`src/design/disk_elevator_scheduler_top_assert.svh`:
```
// Assertion macros for the disk elevator scheduler.
`ifndef DISK_ELEVATOR_SCHEDULER_TOP_ASSERT_SVH
`define DISK_ELEVATOR_SCHEDULER_TOP_ASSERT_SVH

// Same-cycle implication, checked on every rising edge outside reset.
`define DES_ASSERT_IMPL(name, ante, cons) \
  name: assert property (@(posedge clk_i) disable iff (!rst_ni) (ante) |-> (cons)) \
    else $error("disk elevator scheduler: property violated");

// Next-cycle implication, checked on every rising edge outside reset.
`define DES_ASSERT_NEXT(name, ante, cons) \
  name: assert property (@(posedge clk_i) disable iff (!rst_ni) (ante) |=> (cons)) \
    else $error("disk elevator scheduler: property violated");

`endif

```
`src/design/des_pkg.sv`:
```
// Shared types and constants of the disk elevator scheduler.
`default_nettype none

package des_pkg;

  // Most completions delivered for one tick.
  localparam int unsigned RESULT_LIMIT = 16;
  localparam int unsigned KW = $clog2(RESULT_LIMIT + 1);

  // Input word modes.
  localparam logic MODE_ADD  = 1'b0;
  localparam logic MODE_TICK = 1'b1;

  // Result kinds.
  typedef enum logic [1:0] {
    KIND_ACCEPT = 2'd0,
    KIND_DROP   = 2'd1,
    KIND_DONE   = 2'd2,
    KIND_EMPTY  = 2'd3
  } kind_e;

  // Sequencer states.
  typedef enum logic [1:0] {
    ST_IDLE,
    ST_WALK,
    ST_WEND,
    ST_EMIT
  } state_e;

  // Purpose of the current table walk.
  typedef enum logic {
    OP_ADD,
    OP_SCAN
  } op_e;

  // One result word.
  typedef struct packed {
    kind_e       kind;
    logic [7:0]  done_id;
    logic        done_is_read;
    logic [15:0] head_position;
    logic        last;
  } result_t;

endpackage

`default_nettype wire

```
`src/design/des_in_if.sv`:
```
// Input channel of the disk elevator scheduler.
`default_nettype none

interface des_in_if;
  logic        valid;
  logic        ready;
  logic        mode;
  logic [15:0] track;
  logic [7:0]  requester_id;
  logic        is_read;

  modport source (output valid, mode, track, requester_id, is_read, input ready);
  modport sink   (input valid, mode, track, requester_id, is_read, output ready);
endinterface

`default_nettype wire

```
`src/design/des_out_if.sv`:
```
// Result channel of the disk elevator scheduler.
`default_nettype none

interface des_out_if;
  logic        valid;
  logic        ready;
  logic [1:0]  kind;
  logic [7:0]  done_id;
  logic        done_is_read;
  logic [15:0] head_position;
  logic        last;

  modport source (output valid, kind, done_id, done_is_read, head_position, last,
                  input ready);
  modport sink   (input valid, kind, done_id, done_is_read, head_position, last,
                  output ready);
endinterface

`default_nettype wire

```
`src/design/des_cfg_if.sv`:
```
// Configuration write channel of the disk elevator scheduler.
`default_nettype none

interface des_cfg_if;
  logic        valid;
  logic        ready;
  logic [15:0] max_track;

  modport source (output valid, max_track, input ready);
  modport sink   (input valid, max_track, output ready);
endinterface

`default_nettype wire

```
`src/design/des_out_stage.sv`:
```
// Output register stage that holds one result word for the downstream side.
`default_nettype none

module des_out_stage
  import des_pkg::*;
(
  input  wire logic    clk_i,
  input  wire logic    rst_ni,
  input  wire logic    load_valid_i,
  output logic         load_ready_o,
  input  wire result_t load_data_i,
  des_out_if.source    out_o
);

  logic    valid_q;
  result_t data_q;

  // The stage takes a new word when empty or when its word leaves now.
  assign load_ready_o = !valid_q || out_o.ready;

  // Valid flag of the held word.
  always_ff @(posedge clk_i or negedge rst_ni) begin
    if (!rst_ni) begin
      valid_q <= 1'b0;
    end else if (load_valid_i && load_ready_o) begin
      valid_q <= 1'b1;
    end else if (out_o.ready) begin
      valid_q <= 1'b0;
    end
  end

  // Held word payload.
  always_ff @(posedge clk_i) begin
    if (load_valid_i && load_ready_o) begin
      data_q <= load_data_i;
    end
  end

  assign out_o.valid         = valid_q;
  assign out_o.kind          = data_q.kind;
  assign out_o.done_id       = data_q.done_id;
  assign out_o.done_is_read  = data_q.done_is_read;
  assign out_o.head_position = data_q.head_position;
  assign out_o.last          = data_q.last;

endmodule

`default_nettype wire

```
`src/design/disk_elevator_scheduler_top.sv`:
```
// SCAN elevator disk scheduler: requests live in a registered-read table
// memory of QUEUE_DEPTH entries that a sequencer walks one entry per cycle.
// A dropped add (table full or track above max_track) is answered without a
// walk. An accepted add walks the table once to age the stored requests and
// find a free slot. A tick with pending requests walks the table k + 1 times
// for k completions (at most 16), and a tick that finds nothing at the head's
// track walks it once; a tick on an empty table gives no word. Each walk reads
// through the single memory read port, and the sequencer waits while the
// result channel holds off a word. Results leave through an output register,
// so the next word is accepted while the last result still waits. max_track
// may be written at any time the block is idle; no clearing pass runs after
// reset.
`default_nettype none

module disk_elevator_scheduler_top
  import des_pkg::*;
#(
  parameter int unsigned QUEUE_DEPTH = 16
) (
  input  wire logic clk_i,
  input  wire logic rst_ni,
  des_in_if.sink    item_i,
  des_out_if.source result_o,
  des_cfg_if.sink   cfg_i
);

  localparam int unsigned AW = $clog2(QUEUE_DEPTH);
  localparam int unsigned CW = $clog2(QUEUE_DEPTH + 1);

  // One table entry; age is the arrival rank, 0 for the newest request.
  typedef struct packed {
    logic [15:0]   track;
    logic [7:0]    owner;
    logic          rd;
    logic [AW-1:0] age;
  } ent_t;

  // Sequencer state.
  state_e state_q, state_d;
  op_e    op_q, op_d;
  logic   ret_walk_q, ret_walk_d;

  // Walk pipeline: read address counter and the entry whose data returns.
  logic [AW:0]   cnt_q, cnt_d;
  logic          p_vld_q, p_vld_d;
  logic [AW-1:0] p_idx_q, p_idx_d;

  // Scheduler state.
  logic [QUEUE_DEPTH-1:0] valid_q, valid_d;
  logic [CW-1:0]          count_q, count_d;
  logic [15:0]            head_q, head_d;
  logic                   up_q, up_d;
  logic [15:0]            max_track_q;

  // Request being added.
  logic [15:0] req_track_q, req_track_d;
  logic [7:0]  req_owner_q, req_owner_d;
  logic        req_rd_q, req_rd_d;

  // Walk accumulators.
  logic          slot_found_q, slot_found_d;
  logic [AW-1:0] slot_q, slot_d;
  logic [CW-1:0] match_cnt_q, match_cnt_d;
  logic          best_vld_q, best_vld_d;
  logic [AW-1:0] best_idx_q, best_idx_d;
  logic [AW-1:0] best_age_q, best_age_d;
  logic [7:0]    best_owner_q, best_owner_d;
  logic          best_rd_q, best_rd_d;

  // Completion bookkeeping across the walks of one tick.
  logic          prev_vld_q, prev_vld_d;
  logic [AW-1:0] prev_idx_q, prev_idx_d;
  logic [AW-1:0] prev_age_q, prev_age_d;
  logic [KW-1:0] k_q, k_d;
  logic [KW-1:0] n_q, n_d;

  // Pending result word.
  result_t res_q, res_d;
  logic    load_ready;

  // Table memory ports.
  ent_t          mem [QUEUE_DEPTH];
  ent_t          rdata_q;
  logic          rd_en;
  logic [AW-1:0] rd_addr;
  logic          mem_we;
  logic [AW-1:0] mem_waddr;
  ent_t          mem_wdata;

  logic item_fire;

  assign item_i.ready = (state_q == ST_IDLE);
  assign item_fire    = item_i.valid && item_i.ready;
  assign cfg_i.ready  = 1'b1;

  // Table memory: one write and one registered read per cycle.
  always_ff @(posedge clk_i) begin
    if (mem_we) begin
      mem[mem_waddr] <= mem_wdata;
    end
    if (rd_en) begin
      rdata_q <= mem[rd_addr];
    end
  end

  // Configuration register.
  always_ff @(posedge clk_i or negedge rst_ni) begin
    if (!rst_ni) begin
      max_track_q <= 16'd255;
    end else if (cfg_i.valid) begin
      max_track_q <= cfg_i.max_track;
    end
  end

  // Control registers.
  always_ff @(posedge clk_i or negedge rst_ni) begin
    if (!rst_ni) begin
      state_q      <= ST_IDLE;
      op_q         <= OP_ADD;
      ret_walk_q   <= 1'b0;
      cnt_q        <= '0;
      p_vld_q      <= 1'b0;
      valid_q      <= '0;
      count_q      <= '0;
      head_q       <= '0;
      up_q         <= 1'b1;
      slot_found_q <= 1'b0;
      match_cnt_q  <= '0;
      best_vld_q   <= 1'b0;
      prev_vld_q   <= 1'b0;
      k_q          <= '0;
      n_q          <= '0;
    end else begin
      state_q      <= state_d;
      op_q         <= op_d;
      ret_walk_q   <= ret_walk_d;
      cnt_q        <= cnt_d;
      p_vld_q      <= p_vld_d;
      valid_q      <= valid_d;
      count_q      <= count_d;
      head_q       <= head_d;
      up_q         <= up_d;
      slot_found_q <= slot_found_d;
      match_cnt_q  <= match_cnt_d;
      best_vld_q   <= best_vld_d;
      prev_vld_q   <= prev_vld_d;
      k_q          <= k_d;
      n_q          <= n_d;
    end
  end

  // Payload registers.
  always_ff @(posedge clk_i) begin
    p_idx_q      <= p_idx_d;
    req_track_q  <= req_track_d;
    req_owner_q  <= req_owner_d;
    req_rd_q     <= req_rd_d;
    slot_q       <= slot_d;
    best_idx_q   <= best_idx_d;
    best_age_q   <= best_age_d;
    best_owner_q <= best_owner_d;
    best_rd_q    <= best_rd_d;
    prev_idx_q   <= prev_idx_d;
    prev_age_q   <= prev_age_d;
    res_q        <= res_d;
  end

  // Sequencer: next state, memory accesses and result words.
  always_comb begin
    ent_t          ent;
    logic [AW-1:0] adj_age;
    logic [KW-1:0] n_calc;
    logic [KW-1:0] n_eff;
    logic          start_walk;
    logic          move_head;

    ent        = rdata_q;
    adj_age    = rdata_q.age;
    n_calc     = '0;
    n_eff      = n_q;
    start_walk = 1'b0;
    move_head  = 1'b0;

    state_d      = state_q;
    op_d         = op_q;
    ret_walk_d   = ret_walk_q;
    cnt_d        = cnt_q;
    p_vld_d      = 1'b0;
    p_idx_d      = p_idx_q;
    valid_d      = valid_q;
    count_d      = count_q;
    head_d       = head_q;
    up_d         = up_q;
    req_track_d  = req_track_q;
    req_owner_d  = req_owner_q;
    req_rd_d     = req_rd_q;
    slot_found_d = slot_found_q;
    slot_d       = slot_q;
    match_cnt_d  = match_cnt_q;
    best_vld_d   = best_vld_q;
    best_idx_d   = best_idx_q;
    best_age_d   = best_age_q;
    best_owner_d = best_owner_q;
    best_rd_d    = best_rd_q;
    prev_vld_d   = prev_vld_q;
    prev_idx_d   = prev_idx_q;
    prev_age_d   = prev_age_q;
    k_d          = k_q;
    n_d          = n_q;
    res_d        = res_q;

    rd_en     = 1'b0;
    rd_addr   = cnt_q[AW-1:0];
    mem_we    = 1'b0;
    mem_waddr = p_idx_q;
    mem_wdata = rdata_q;

    case (state_q)
      ST_IDLE: begin
        if (item_fire) begin
          if (item_i.mode == MODE_ADD) begin
            req_track_d = item_i.track;
            req_owner_d = item_i.requester_id;
            req_rd_d    = item_i.is_read;
            if ((count_q == CW'(QUEUE_DEPTH)) || (item_i.track > max_track_q)) begin
              res_d = '{kind: KIND_DROP, done_id: item_i.requester_id,
                        done_is_read: item_i.is_read, head_position: head_q,
                        last: 1'b1};
              ret_walk_d = 1'b0;
              state_d    = ST_EMIT;
            end else begin
              op_d       = OP_ADD;
              start_walk = 1'b1;
            end
          end else if (count_q != '0) begin
            op_d       = OP_SCAN;
            k_d        = '0;
            prev_vld_d = 1'b0;
            start_walk = 1'b1;
          end
        end
      end

      ST_WALK: begin
        // Issue one read per cycle.
        rd_en = (cnt_q < (AW + 1)'(QUEUE_DEPTH));
        if (rd_en) begin
          cnt_d = cnt_q + (AW + 1)'(1);
        end
        p_vld_d = rd_en;
        p_idx_d = cnt_q[AW-1:0];

        // Handle the entry whose data returned this cycle.
        if (p_vld_q) begin
          if (op_q == OP_ADD) begin
            if (valid_q[p_idx_q]) begin
              mem_we        = 1'b1;
              mem_wdata.age = ent.age + AW'(1);
            end else if (!slot_found_q) begin
              slot_found_d = 1'b1;
              slot_d       = p_idx_q;
            end
          end else if (valid_q[p_idx_q]) begin
            if (prev_vld_q && (p_idx_q == prev_idx_q)) begin
              // Retire the request delivered after the previous walk.
              valid_d[p_idx_q] = 1'b0;
              count_d          = count_q - CW'(1);
            end else begin
              // Close the rank gap left by the retired request.
              if (prev_vld_q && (ent.age > prev_age_q)) begin
                adj_age       = ent.age - AW'(1);
                mem_we        = 1'b1;
                mem_wdata.age = adj_age;
              end
              // Track the newest request at the head's track.
              if (ent.track == head_q) begin
                match_cnt_d = match_cnt_q + CW'(1);
                if (!best_vld_q || (adj_age < best_age_q)) begin
                  best_vld_d   = 1'b1;
                  best_idx_d   = p_idx_q;
                  best_age_d   = adj_age;
                  best_owner_d = ent.owner;
                  best_rd_d    = ent.rd;
                end
              end
            end
          end
          if (p_idx_q == AW'(QUEUE_DEPTH - 1)) begin
            state_d = ST_WEND;
          end
        end
      end

      ST_WEND: begin
        if (op_q == OP_ADD) begin
          // Store the new request as the newest entry.
          mem_we          = 1'b1;
          mem_waddr       = slot_q;
          mem_wdata.track = req_track_q;
          mem_wdata.owner = req_owner_q;
          mem_wdata.rd    = req_rd_q;
          mem_wdata.age   = '0;
          valid_d[slot_q] = 1'b1;
          count_d         = count_q + CW'(1);
          res_d = '{kind: KIND_ACCEPT, done_id: req_owner_q, done_is_read: req_rd_q,
                    head_position: head_q, last: 1'b1};
          ret_walk_d = 1'b0;
          state_d    = ST_EMIT;
        end else begin
          if (int'(match_cnt_q) > RESULT_LIMIT) begin
            n_calc = KW'(RESULT_LIMIT);
          end else begin
            n_calc = KW'(match_cnt_q);
          end
          if (k_q == '0) begin
            n_eff = n_calc;
            n_d   = n_calc;
          end
          if ((k_q == '0) && (n_calc == '0)) begin
            res_d = '{kind: KIND_EMPTY, done_id: 8'd0, done_is_read: 1'b0,
                      head_position: head_q, last: 1'b1};
            move_head  = 1'b1;
            ret_walk_d = 1'b0;
            state_d    = ST_EMIT;
          end else if (k_q < n_eff) begin
            res_d = '{kind: KIND_DONE, done_id: best_owner_q, done_is_read: best_rd_q,
                      head_position: head_q, last: ((k_q + KW'(1)) == n_eff)};
            prev_vld_d = 1'b1;
            prev_idx_d = best_idx_q;
            prev_age_d = best_age_q;
            k_d        = k_q + KW'(1);
            ret_walk_d = 1'b1;
            state_d    = ST_EMIT;
          end else begin
            // Last delivered request retired: the head moves on.
            move_head = 1'b1;
            state_d   = ST_IDLE;
          end
        end
      end

      ST_EMIT: begin
        if (load_ready) begin
          if (ret_walk_q) begin
            start_walk = 1'b1;
          end else begin
            state_d = ST_IDLE;
          end
        end
      end

      default: begin
        state_d = ST_IDLE;
      end
    endcase

    // Fresh walk over the table.
    if (start_walk) begin
      cnt_d        = '0;
      match_cnt_d  = '0;
      best_vld_d   = 1'b0;
      slot_found_d = 1'b0;
      state_d      = ST_WALK;
    end

    // Head step or reversal at either end.
    if (move_head) begin
      if (up_q) begin
        if (head_q >= max_track_q) begin
          up_d = 1'b0;
        end else begin
          head_d = head_q + 16'd1;
        end
      end else begin
        if (head_q == 16'd0) begin
          up_d = 1'b1;
        end else begin
          head_d = head_q - 16'd1;
        end
      end
    end
  end

  // Output register toward the result channel.
  des_out_stage u_out_stage (
    .clk_i        (clk_i),
    .rst_ni       (rst_ni),
    .load_valid_i (state_q == ST_EMIT),
    .load_ready_o (load_ready),
    .load_data_i  (res_q),
    .out_o        (result_o)
  );

`include "disk_elevator_scheduler_top_assert.svh"

  // The pending count always equals the number of occupied entries.
`DES_ASSERT_IMPL(a_count_matches_valid, 1'b1, count_q == CW'($countones(valid_q)))
  // A write-back never targets the entry being read in the same cycle.
`DES_ASSERT_IMPL(a_no_rw_collision, mem_we && rd_en, mem_waddr != rd_addr)
  // The head only moves at the end of a tick.
`DES_ASSERT_NEXT(a_head_holds_idle, (state_q == ST_IDLE) && !item_fire, $stable({head_q, up_q}))

endmodule

`default_nettype wire

```
`src/flat_wrapper.sv`:
```
// flat-port wrapper written by rule: the top's interface ports become plain ports
module disk_elevator_scheduler_top_flat import des_pkg::*;
#(
  parameter int unsigned QUEUE_DEPTH = 16
)
  (clk_i, rst_ni, item_i_valid, item_i_mode, item_i_track, item_i_requester_id, item_i_is_read, item_i_ready, result_o_valid, result_o_kind, result_o_done_id, result_o_done_is_read, result_o_head_position, result_o_last, result_o_ready, cfg_i_valid, cfg_i_max_track, cfg_i_ready);
  des_in_if item_i_i ();
  des_out_if result_o_i ();
  des_cfg_if cfg_i_i ();
  input  wire logic clk_i;
  input  wire logic rst_ni;
  input wire logic [$bits(item_i_i.valid)-1:0] item_i_valid;
  input wire logic [$bits(item_i_i.mode)-1:0] item_i_mode;
  input wire logic [$bits(item_i_i.track)-1:0] item_i_track;
  input wire logic [$bits(item_i_i.requester_id)-1:0] item_i_requester_id;
  input wire logic [$bits(item_i_i.is_read)-1:0] item_i_is_read;
  output wire logic [$bits(item_i_i.ready)-1:0] item_i_ready;
  output wire logic [$bits(result_o_i.valid)-1:0] result_o_valid;
  output wire logic [$bits(result_o_i.kind)-1:0] result_o_kind;
  output wire logic [$bits(result_o_i.done_id)-1:0] result_o_done_id;
  output wire logic [$bits(result_o_i.done_is_read)-1:0] result_o_done_is_read;
  output wire logic [$bits(result_o_i.head_position)-1:0] result_o_head_position;
  output wire logic [$bits(result_o_i.last)-1:0] result_o_last;
  input wire logic [$bits(result_o_i.ready)-1:0] result_o_ready;
  input wire logic [$bits(cfg_i_i.valid)-1:0] cfg_i_valid;
  input wire logic [$bits(cfg_i_i.max_track)-1:0] cfg_i_max_track;
  output wire logic [$bits(cfg_i_i.ready)-1:0] cfg_i_ready;
  assign item_i_i.valid = item_i_valid;
  assign item_i_i.mode = item_i_mode;
  assign item_i_i.track = item_i_track;
  assign item_i_i.requester_id = item_i_requester_id;
  assign item_i_i.is_read = item_i_is_read;
  assign item_i_ready = item_i_i.ready;
  assign result_o_valid = result_o_i.valid;
  assign result_o_kind = result_o_i.kind;
  assign result_o_done_id = result_o_i.done_id;
  assign result_o_done_is_read = result_o_i.done_is_read;
  assign result_o_head_position = result_o_i.head_position;
  assign result_o_last = result_o_i.last;
  assign result_o_i.ready = result_o_ready;
  assign cfg_i_i.valid = cfg_i_valid;
  assign cfg_i_i.max_track = cfg_i_max_track;
  assign cfg_i_ready = cfg_i_i.ready;
  disk_elevator_scheduler_top #(.QUEUE_DEPTH(QUEUE_DEPTH)) u_core (.clk_i(clk_i), .rst_ni(rst_ni), .item_i(item_i_i), .result_o(result_o_i), .cfg_i(cfg_i_i));
endmodule
```
`config.mk`:
```
export PLATFORM = sky130hd
export DESIGN_NAME = disk_elevator_scheduler_top_flat
export DESIGN_NICKNAME = d
export VERILOG_FILES = /design/src/design/des_pkg.sv /design/src/design/des_in_if.sv /design/src/design/des_out_if.sv /design/src/design/des_cfg_if.sv /design/src/design/des_out_stage.sv /design/src/design/disk_elevator_scheduler_top.sv /design/src/flat_wrapper.sv
export VERILOG_INCLUDE_DIRS = /design/src /design/src/design
export SDC_FILE = /design/constraint.sdc
export NUM_CORES = 1
export LEC_CHECK = 0
export BUFFER_PORTS_ARGS = -buffer_cell sky130_fd_sc_hd__buf_2
export CAP_MARGIN = 5
export CORE_MARGIN = 3
export CORE_UTILIZATION = 30
export DETAILED_ROUTE_END_ITERATION = 10
export GPL_TIMING_DRIVEN = 0
export PLACE_DENSITY_LB_ADDON = 0.08
export SYNTH_ARGS = -nofsm -noshare
export SYNTH_HDL_FRONTEND = slang
export SYNTH_HIERARCHICAL = 1
export SYNTH_SLANG_ARGS = --single-unit
```
`constraint.sdc`:
```
create_clock -name clk_i -period 5.8 [get_ports clk_i]
set_input_delay 0.58 -clock clk_i [delete_from_list [all_inputs] [get_ports clk_i]]
set_output_delay 0.58 -clock clk_i [all_outputs]
set_load 0.05 [all_outputs]
```
==> impl.org, run 1 <==
** Outcome
- Result of the run :: complete, no violations

** Worst hold path
- End point of the most critical hold path :: u_core/req_owner_q[1]
- The worst hold path begins at item_i_requester_id[1].
- Along the worst hold path, the cell count comes to 1.
- The tightest min-delay check is of the in -> reg type.

** STA
- Final worst setup slack :: 1470 ps
- Final critical-path share of the clock period :: between 70% and 80%
- Accumulated negative setup slack :: 0 ps
- The number of hold-slack violations in the final timing report was 0.
- Unrepaired setup endpoints after global routing :: no
- For the pin with the worst max-slew slack, the measured transition is 1250 ps.
- Fin crit period :: about 4300 ps
- Across all hold checks on the routed design, the worst slack comes to approximately 150 ps.
- Fin. max-slew vios :: 0
- Setup violations remaining at the end of the flow were counted as 0.
- Timing would allow up to 231 MHz.
- The worst pin sits at a relative slew slack of between 10% and 20%.
- Setup clock skew after layout :: ~36 ps

** Global route
- Largest net degree at the start of global routing :: 45
- The first global-routing pass estimated 122000 um of wire.
- In the global route stage, overall resource usage came out at roughly 17%.
- Overflow left after global routing :: 0
- The number of global-route vias before repair was 16600.
- Number of antenna violations at the first check in global routing :: 1

** Place
- Worst slack at placement :: ~1400 ps
- The HPWL after detailed placement is about 59000 um.
- Port buffering added between 70 and 80 buffers.
- At the end of routability-driven placement, the weighted congestion stood at 0.825.
- Total placed cells including tap cells :: 3098

** Synthesis
- By count the netlist is led by sky130_fd_sc_hd__edfxtp_1, sky130_fd_sc_hd__mux4_2, sky130_fd_sc_hd__nand2_1.
- Yosys top cell area share :: 63.2%
- Leading register cell type out of synthesis :: sky130_fd_sc_hd__edfxtp_1
- Cell taking the most area after synthesis :: sky130_fd_sc_hd__edfxtp_1
- Synthesis produced a netlist whose cell count is 1682.
- Warnings, synthesis :: 6
- Of all flip-flops after synthesis, the portion carrying an async set or reset was 12.0%.
- Number of distinct library cells after synthesis :: 75
- Mean post-synth cell area :: between 15 and 20 um2
- Among all cell types in the netlist, the one instantiated most often is sky130_fd_sc_hd__edfxtp_1.
- In the post-synthesis netlist, the biggest area contributors are sky130_fd_sc_hd__edfxtp_1, sky130_fd_sc_hd__mux4_2, sky130_fd_sc_hd__dfrtp_1.
- Number of enable-type register cells in the synthesized netlist :: between 600 and 700
- Synth Net Count :: approximately 1800
- Sequential element share of the synthesized area :: 70.4%
- In this run the cell area of the synthesized design comes to 28900 um2.
- Counting flops and latches in the post-synthesis netlist gives 690.

** Die
- The die covers 100000 um2.
- Num ports :: 78
- Chip height :: about 320 um
- Chip Width :: 316 um
- After floorplanning, the core was divided into 113 placement rows.
- Placeable Area :: 95200 um2
- Starting Density :: approximately 30%

** Critical path
- Counting cells, the worst reg-to-reg path comes to 11.
- The worst setup path is captured at a register.
- The worst register-to-register path ends at u_core/mem[9][7].
- In this design, the stage delay of the slowest critical-path cell is 720 ps.
- For this design, the slowest cell found on the critical path is sky130_fd_sc_hd__clkbuf_1.
- Traced cell by cell, the critical path runs through inv_1 > ha_1 > inv_1 > nor2_1 > clkbuf_1 > clkbuf_1 > a21oi_1 > nor3_2 > buf_6 > buf_6 > buf_6.
- Critical path start-end classification :: reg -> reg
- Origin of the critical flop-to-flop path :: u_core/state_q[0]
- Register-to-Register Setup Slack :: 1470 ps
- On the critical path the largest part of the delay comes from buffers and inverters.
- CP Launch Type :: register
- The critical path runs through a total of 11 cells.
- By instance count, the cell type seen most on the critical path is sky130_fd_sc_hd__buf_6.
- WP data arrival :: 4680 ps
- Data on the critical path is required at its endpoint by about 6000 ps.
- The critical path contains buffers and inverters numbering 7 combined.
- Maximum fanout encountered on the critical timing path :: 10

** Power and ir drop
- Leakage power figure :: 11.7 nW
- Power spread over the standard cell area amounts to around 530 nW/um2.
- VDD sags by at most 0.000212 V.

** Route
- Average wire per standard cell :: 25.9 um
- The final layout contains routed wiring with a total length of 84200 um.
- Initial drt markers :: 1369
- The detail route stage leaves a number of antenna-violating nets equal to 0.
- Vias per cell :: 4.94
- First-pass detailed-route iteration total :: 5
- Via total after detailed routing :: 16000
- Post-route DRC violation count :: 0

** CTS
- Clock tree root buffer cell :: sky130_fd_sc_hd__clkbuf_16
- CTS tree :: yes
- The number of gates resized after CTS was 0.
- Largest buffer count on any clock path :: 3
- Reg clk slew, reported paths :: 60 ps
- # H-tree levels :: 3
- Count of clock tree sinks :: 690
- Clock latency on the worst-skew pair, taken at its later pin, is 650 ps.
- TritonCTS buffer count :: 79

** Final layout
- The post-route netlist has approximately a quarter of its cells at a drive strength greater than 1.
- At the end of the flow, the number of nets in the layout was 2037.
- Relative to the synthesized area, the layout overhead comes to 19.3%.
- Fill cell count :: between 8000 and 9000
- Final Non-Filler Cells :: 3249
- For this run, the share of the core covered by cells in the final layout is 36.2%.

** Job
- Number of max-capacitance violations reported :: 0
==> layout by cell type (no fill, tap or decap), types with 18 or more instances in the layout <==
cell / instances
sky130_fd_sc_hd__xnor2_1: 35
sky130_fd_sc_hd__nand3_1: 18
sky130_fd_sc_hd__a21oi_1: 70
sky130_fd_sc_hd__edfxtp_1: 607
sky130_fd_sc_hd__o21ai_0: 49
sky130_fd_sc_hd__a31oi_1: 18
sky130_fd_sc_hd__ha_1: 71
sky130_fd_sc_hd__inv_1: 48
sky130_fd_sc_hd__buf_2: 84
sky130_fd_sc_hd__mux4_2: 147
sky130_fd_sc_hd__dfrtp_1: 74
sky130_fd_sc_hd__nand2_1: 139
sky130_fd_sc_hd__nor2b_1: 21
sky130_fd_sc_hd__nor2_1: 66
sky130_fd_sc_hd__clkbuf_1: 68
sky130_fd_sc_hd__clkbuf_16: 79
sky130_fd_sc_hd__buf_6: 50
==> worst max-delay path by stage <==
| stage | from | endpoint | slack [ps] |
|---|---|---|---|
| final | u_core/state_q[0] | u_core/mem[9][7] | 1470 |
| after CTS | u_core/state_q[0] | u_core/mem[13][10] | 1400 |
| after detailed placement | u_core/state_q[0] | u_core/mem[13][6] | 1420 |
| after floorplan | u_core/state_q[0] | u_core/res_q[0] | 1260 |
| after global placement | u_core/state_q[0] | u_core/mem[13][6] | -3230 |
| after global routing | u_core/state_q[0] | u_core/mem[13][10] | 1200 |
==> stage by stage <==
step / instance area, um2 / power (mW)
final: 34400 / 18.3
after global routing: 34400 / 19.3
after CTS: 34400 / 18.6
after detailed placement: 31900 / 13.6
after global placement: 30800 / 13.4
after floorplan: 28900 / 11.3
==> report_power, final <==
part           leakage, nW  switching [mW]  internal [mW]
clock network         1.24            2.10           2.82
registers             6.51           0.509           6.80
logic                 3.97            3.81           2.26
==> sequential cells by signal, summed over array words and instances, names as in the netlist, 4 cells and up <==
signal and cells:
u_core/p_idx_q 4, u_core/cnt_q 5, u_core/best_age_q 4, u_core/u_out_stage/out_o.done_id 8
u_core/slot_q 4, u_core/best_idx_q 4, u_core/prev_idx_q 4, u_core/head_q 16
u_core/max_track_q 16, u_core/req_track_q 16, u_core/rdata_q 29, u_core/u_out_stage/out_o.head_position 16
u_core/prev_age_q 4, u_core/count_q 5, u_core/match_cnt_q 5, u_core/k_q 5
u_core/best_owner_q 8, u_core/res_q 28, u_core/req_owner_q 8, u_core/n_q 5
u_core/mem 464, u_core/valid_q 16
==> timing repair <==
item	in CTS	in global routing
buffers inserted	0	0
hold buffers	1	0
setup endpoints to repair	0	0
hold endpoints to repair	39	0
==> layer usage <==
metal	GRT usage, %	part of all wire, %	vias to the layer above	wire, um
met4	4.48	2.4	0	2020
li1	-	-	7112	-
met2	27.8	48	330	40100
met5	0	0	-	0
met3	2.45	3.8	107	3210
met1	24.1	46	8494	38900
==> cell families after synthesis <==
group           Yosys count  synth area share (%)
other cells               1                0.0130
fa+ha+maj                73                  3.22
buf+inv                 120                  1.69
xor+xnor                 52                  1.58
flops                   690                  70.4
mux                     175                  12.6
simple gates            349                  5.73
compound gates          222                  4.83
==> layout make-up <==
| cell class | count | area [um2] | area share [%] |
|---|---|---|---|
| inverters | 48 | 180 | 0.523 |
| flip-flops and latches | 690 | 20300 | 59.0 |
| clock buffers | 98 | 2060 | 5.98 |
| repair buffers | 154 | 1340 | 3.88 |
| clock inverters | 49 | 485 | 1.41 |
| diodes | 1 | 2.50 | 0.00727 |
| multi-input cells | 872 | 8170 | 23.7 |
| plain buffers | 72 | 308 | 0.894 |
| well taps | 1265 | 1580 | 4.60 |
Power figures use the tool's default switching activity.
==> run 2: changes to the inputs <==
- clock period: 5.8 -> 4.09 ns (I/O delays scaled with it)
==> run 2 against run 1 <==
Against the previous run:
- clock skew rose by 12 ps
- sequential power rose by 42%
- count of clock-buffer cells in the layout fell by 3
- die area did not move
- utilization rose by 0.49 points
- largest power group unchanged
==> impl.org, run 2 (synthesized netlist as in run 1, its figures left out) <==
** Route
- Average wire per standard cell :: 25.5 um (-1.5%)
- Initial drt markers :: 1357 (-0.88%)
- Detail Route Antenna Nets :: 0 (unchanged)
- Vias per cell :: 4.98 (+0.88%)
- The detailed-routing iteration count for the pre-antenna-repair pass came to 5 (unchanged).
- Sum of routed wire length over all layers :: 84000 um (-0.28%)
- Post-route DRC violation count :: 0 (unchanged)
- The total vias in the final route is 16400 (+2.1%).

** STA
- The peak clock frequency supported by timing was 257 MHz (+11%).
- Setup clock skew after layout :: 47.6 ps (+11.5 ps)
- The final critical delay including setup and external delays came to 3890 ps (-443 ps).
- The post-layout worst setup margin came to 201 ps (-1270 ps).
- The number of hold-slack violations in the final timing report is 0 (unchanged).
- The count of pins over their slew limit came to 0 (unchanged).
- Setup repair after global routing left no endpoint under its margin.
- The final setup violation count was 0 (unchanged).
- Actual slew at the worst max-slew pin :: 1180 ps (-69.5 ps)
- Hold slack final :: 30.3 ps (-122 ps)
- Worst-case headroom to the max-slew limit :: 21.4% (+4.6 points)
- The final total negative setup slack is 0 ps (unchanged).
- Final critical-path share of the clock period :: 95.1% (+20 points)

** Final layout
- Top Registers :: u_core/mem (464), u_core/rdata_q (29), u_core/res_q (28)
- Area of all placed cells without fillers :: 34900 um2 (+1.4%)
- The library cell used most frequently in the layout, excluding fill and tap cells, is sky130_fd_sc_hd__edfxtp_1.
- Number of antenna repair diodes :: 0 (-1)
- The final standard cell count with taps included and fillers excluded was 3288 (+1.2%).
- Top library cells by usage in the layout, fill and taps aside :: sky130_fd_sc_hd__edfxtp_1, sky130_fd_sc_hd__mux4_2, sky130_fd_sc_hd__nand2_1, sky130_fd_sc_hd__buf_2, sky130_fd_sc_hd__clkbuf_16
- The register with the most flip-flops in the final layout is u_core/mem.
- Proportion of layout cells with a drive suffix above 1 :: 24.4% (+0.42 points)
- Total number of nets in the final design :: 2076 (+1.9%)
- Synth-to-layout area growth :: 21.0%
- Max reg flops :: 464 (unchanged)
- The share of the core filled with cells in the final layout came to 36.7% (+0.49 points).

** Die
- The area enclosed by the die boundary came to 100000 um2 (unchanged).
- The x dimension of the die came to 316 um (unchanged).
- The effective utilization at floorplan was 30.3% (unchanged).
- Chip height :: 316 um (unchanged)
- Placeable Area :: 95200 um2 (unchanged)
- The I/O pin count is 78 (unchanged).
- Core Rows :: 113 (unchanged)

** CTS
- Clock tree root buffer cell :: sky130_fd_sc_hd__clkbuf_16
- The CTS buffer count came to 80 (+1.3%).
- Largest buffer count on any clock path :: 3 (unchanged)
- Count of clock tree sinks :: 690 (unchanged)
- # H-tree levels :: 3 (unchanged)
- TritonCTS built the clock tree.
- Clock insertion delay at the later pin of the skew report :: 650 ps (about the same)
- Reg clk slew, reported paths :: 60 ps (about the same)

** Place
- Cell area after placement :: 31900 um2 (about the same)
- The final RePlAce weighted congestion came to 0.799 (-3.2%).
- The post-place setup slack came to -252 ps (-1670 ps).
- The number of placed cells counting well taps is 3102 (+0.13%).
- Number of buffers inserted by port buffering :: 76 (unchanged)
- Detail Placement HPWL :: 58500 um (-1.4%)

** Job
- The max capacitance violation total was 0 (unchanged).

** Critical path
- CP Launch Type :: register
- Critical path start-end classification :: reg -> reg
- The slack of the worst reg-to-reg path is 200 ps (-1270 ps).
- The endpoint identified for the worst register-to-register timing path is u_core/mem[13][9].
- Maximum fanout encountered on the critical timing path :: 10 (unchanged)
- The worst setup path is captured at a register.
- WP data arrival :: 4240 ps (-440 ps)
- Origin of the critical flop-to-flop path :: u_core/p_idx_q[3]
- The data required time at the worst endpoint was 4440 ps (-1710 ps).
- The number of cells traversed by the worst register-to-register path came to 12 (+1).

** Power and ir drop
- Worst VDD drop :: 0.000282 V (+33%)
- Power, Total :: 26.1 mW (+43%)
- Leakage power figure :: 12.0 nW (+2.0%)
- The total power per unit cell area came to 748 nW/um2 (+41%).

** Global route
- The overall overflow remaining after global route is 0 (unchanged).
- The pin count of the biggest net entering global routing was 63 (+40%).
- Overall fraction of global-route tracks in use :: 17.0% (-0.12 points)
- Global-route wire length before repair :: 121000 um (-0.60%)
- Via count of the first global-routing pass :: 16700 (+0.40%)
- Number of antenna violations at the first check in global routing :: 3 (+2)

** Worst hold path
- The tightest min-delay check is of the in -> reg type.
- The startpoint identified for the worst hold timing path is item_i_track[12].
- The number of stages on the worst hold path came to 1 (unchanged).
- End point of the most critical hold path :: u_core/req_track_q[12]

** Outcome
- The run finished with clean final reports.
## run 2: final cells by class
cell class	instances	area, um2
fillers	8962	60200
clock buffers	95	2060
inverters	48	180
well taps	1265	1580
clock inverters	54	507
plain buffers	70	302
repair buffers	194	1740
flip-flops and latches	690	20300
multi-input cells	872	8220
## run 2: where the power goes
part           internal, mW  switching, mW  total, mW
clock network          4.02           3.00       7.02
logic                  3.25           5.47       8.72
registers              9.64          0.737       10.4
## run 2: what timing repair did
item	CTS	global route
gates resized for setup	9	4
hold endpoints to repair	54	0
setup endpoints to repair	75	82
hold buffers	34	0
pin swaps	1	0
buffers inserted	1	0
cloned	0	0
## run 2: routing by layer
| layer | GRT usage [%] | routed length (um) |
|---|---|---|
| met1 | 23.3 | 37600 |
| met2 | 27.5 | 40200 |
| met3 | 3.63 | 4210 |
| met4 | 4.46 | 2070 |
| met5 | 0 | 0 |
## run 2: critical path, cell delays in order (launching register included)
cell	delay [ps]
sky130_fd_sc_hd__edfxtp_1	380
sky130_fd_sc_hd__clkbuf_1	450
sky130_fd_sc_hd__nor2_1	120
sky130_fd_sc_hd__a22o_1	240
sky130_fd_sc_hd__o21ai_0	290
sky130_fd_sc_hd__o21a_1	300
sky130_fd_sc_hd__and3b_1	230
sky130_fd_sc_hd__o21ai_2	170
sky130_fd_sc_hd__buf_2	320
sky130_fd_sc_hd__nor3_2	500
sky130_fd_sc_hd__buf_6	230
sky130_fd_sc_hd__buf_6	160
sky130_fd_sc_hd__buf_6	180
## run 2: worst max-delay path by stage
stage                      start                     to  slack [ps]  cells past startpoint
6_report       u_core/p_idx_q[3]      u_core/mem[13][9]         200                     12
5_1_grt        u_core/count_q[1]  u_core/match_cnt_q[3]          30                      8
4_1_cts        u_core/state_q[0]       u_core/mem[8][7]          40                     10
3_5_place_dp   u_core/state_q[0]      u_core/mem[5][12]        -250                     10
3_3_place_gp   u_core/state_q[0]      u_core/mem[6][13]       -4800                      8
2_1_floorplan  u_core/rdata_q[0]       u_core/mem[5][0]        -440                     10
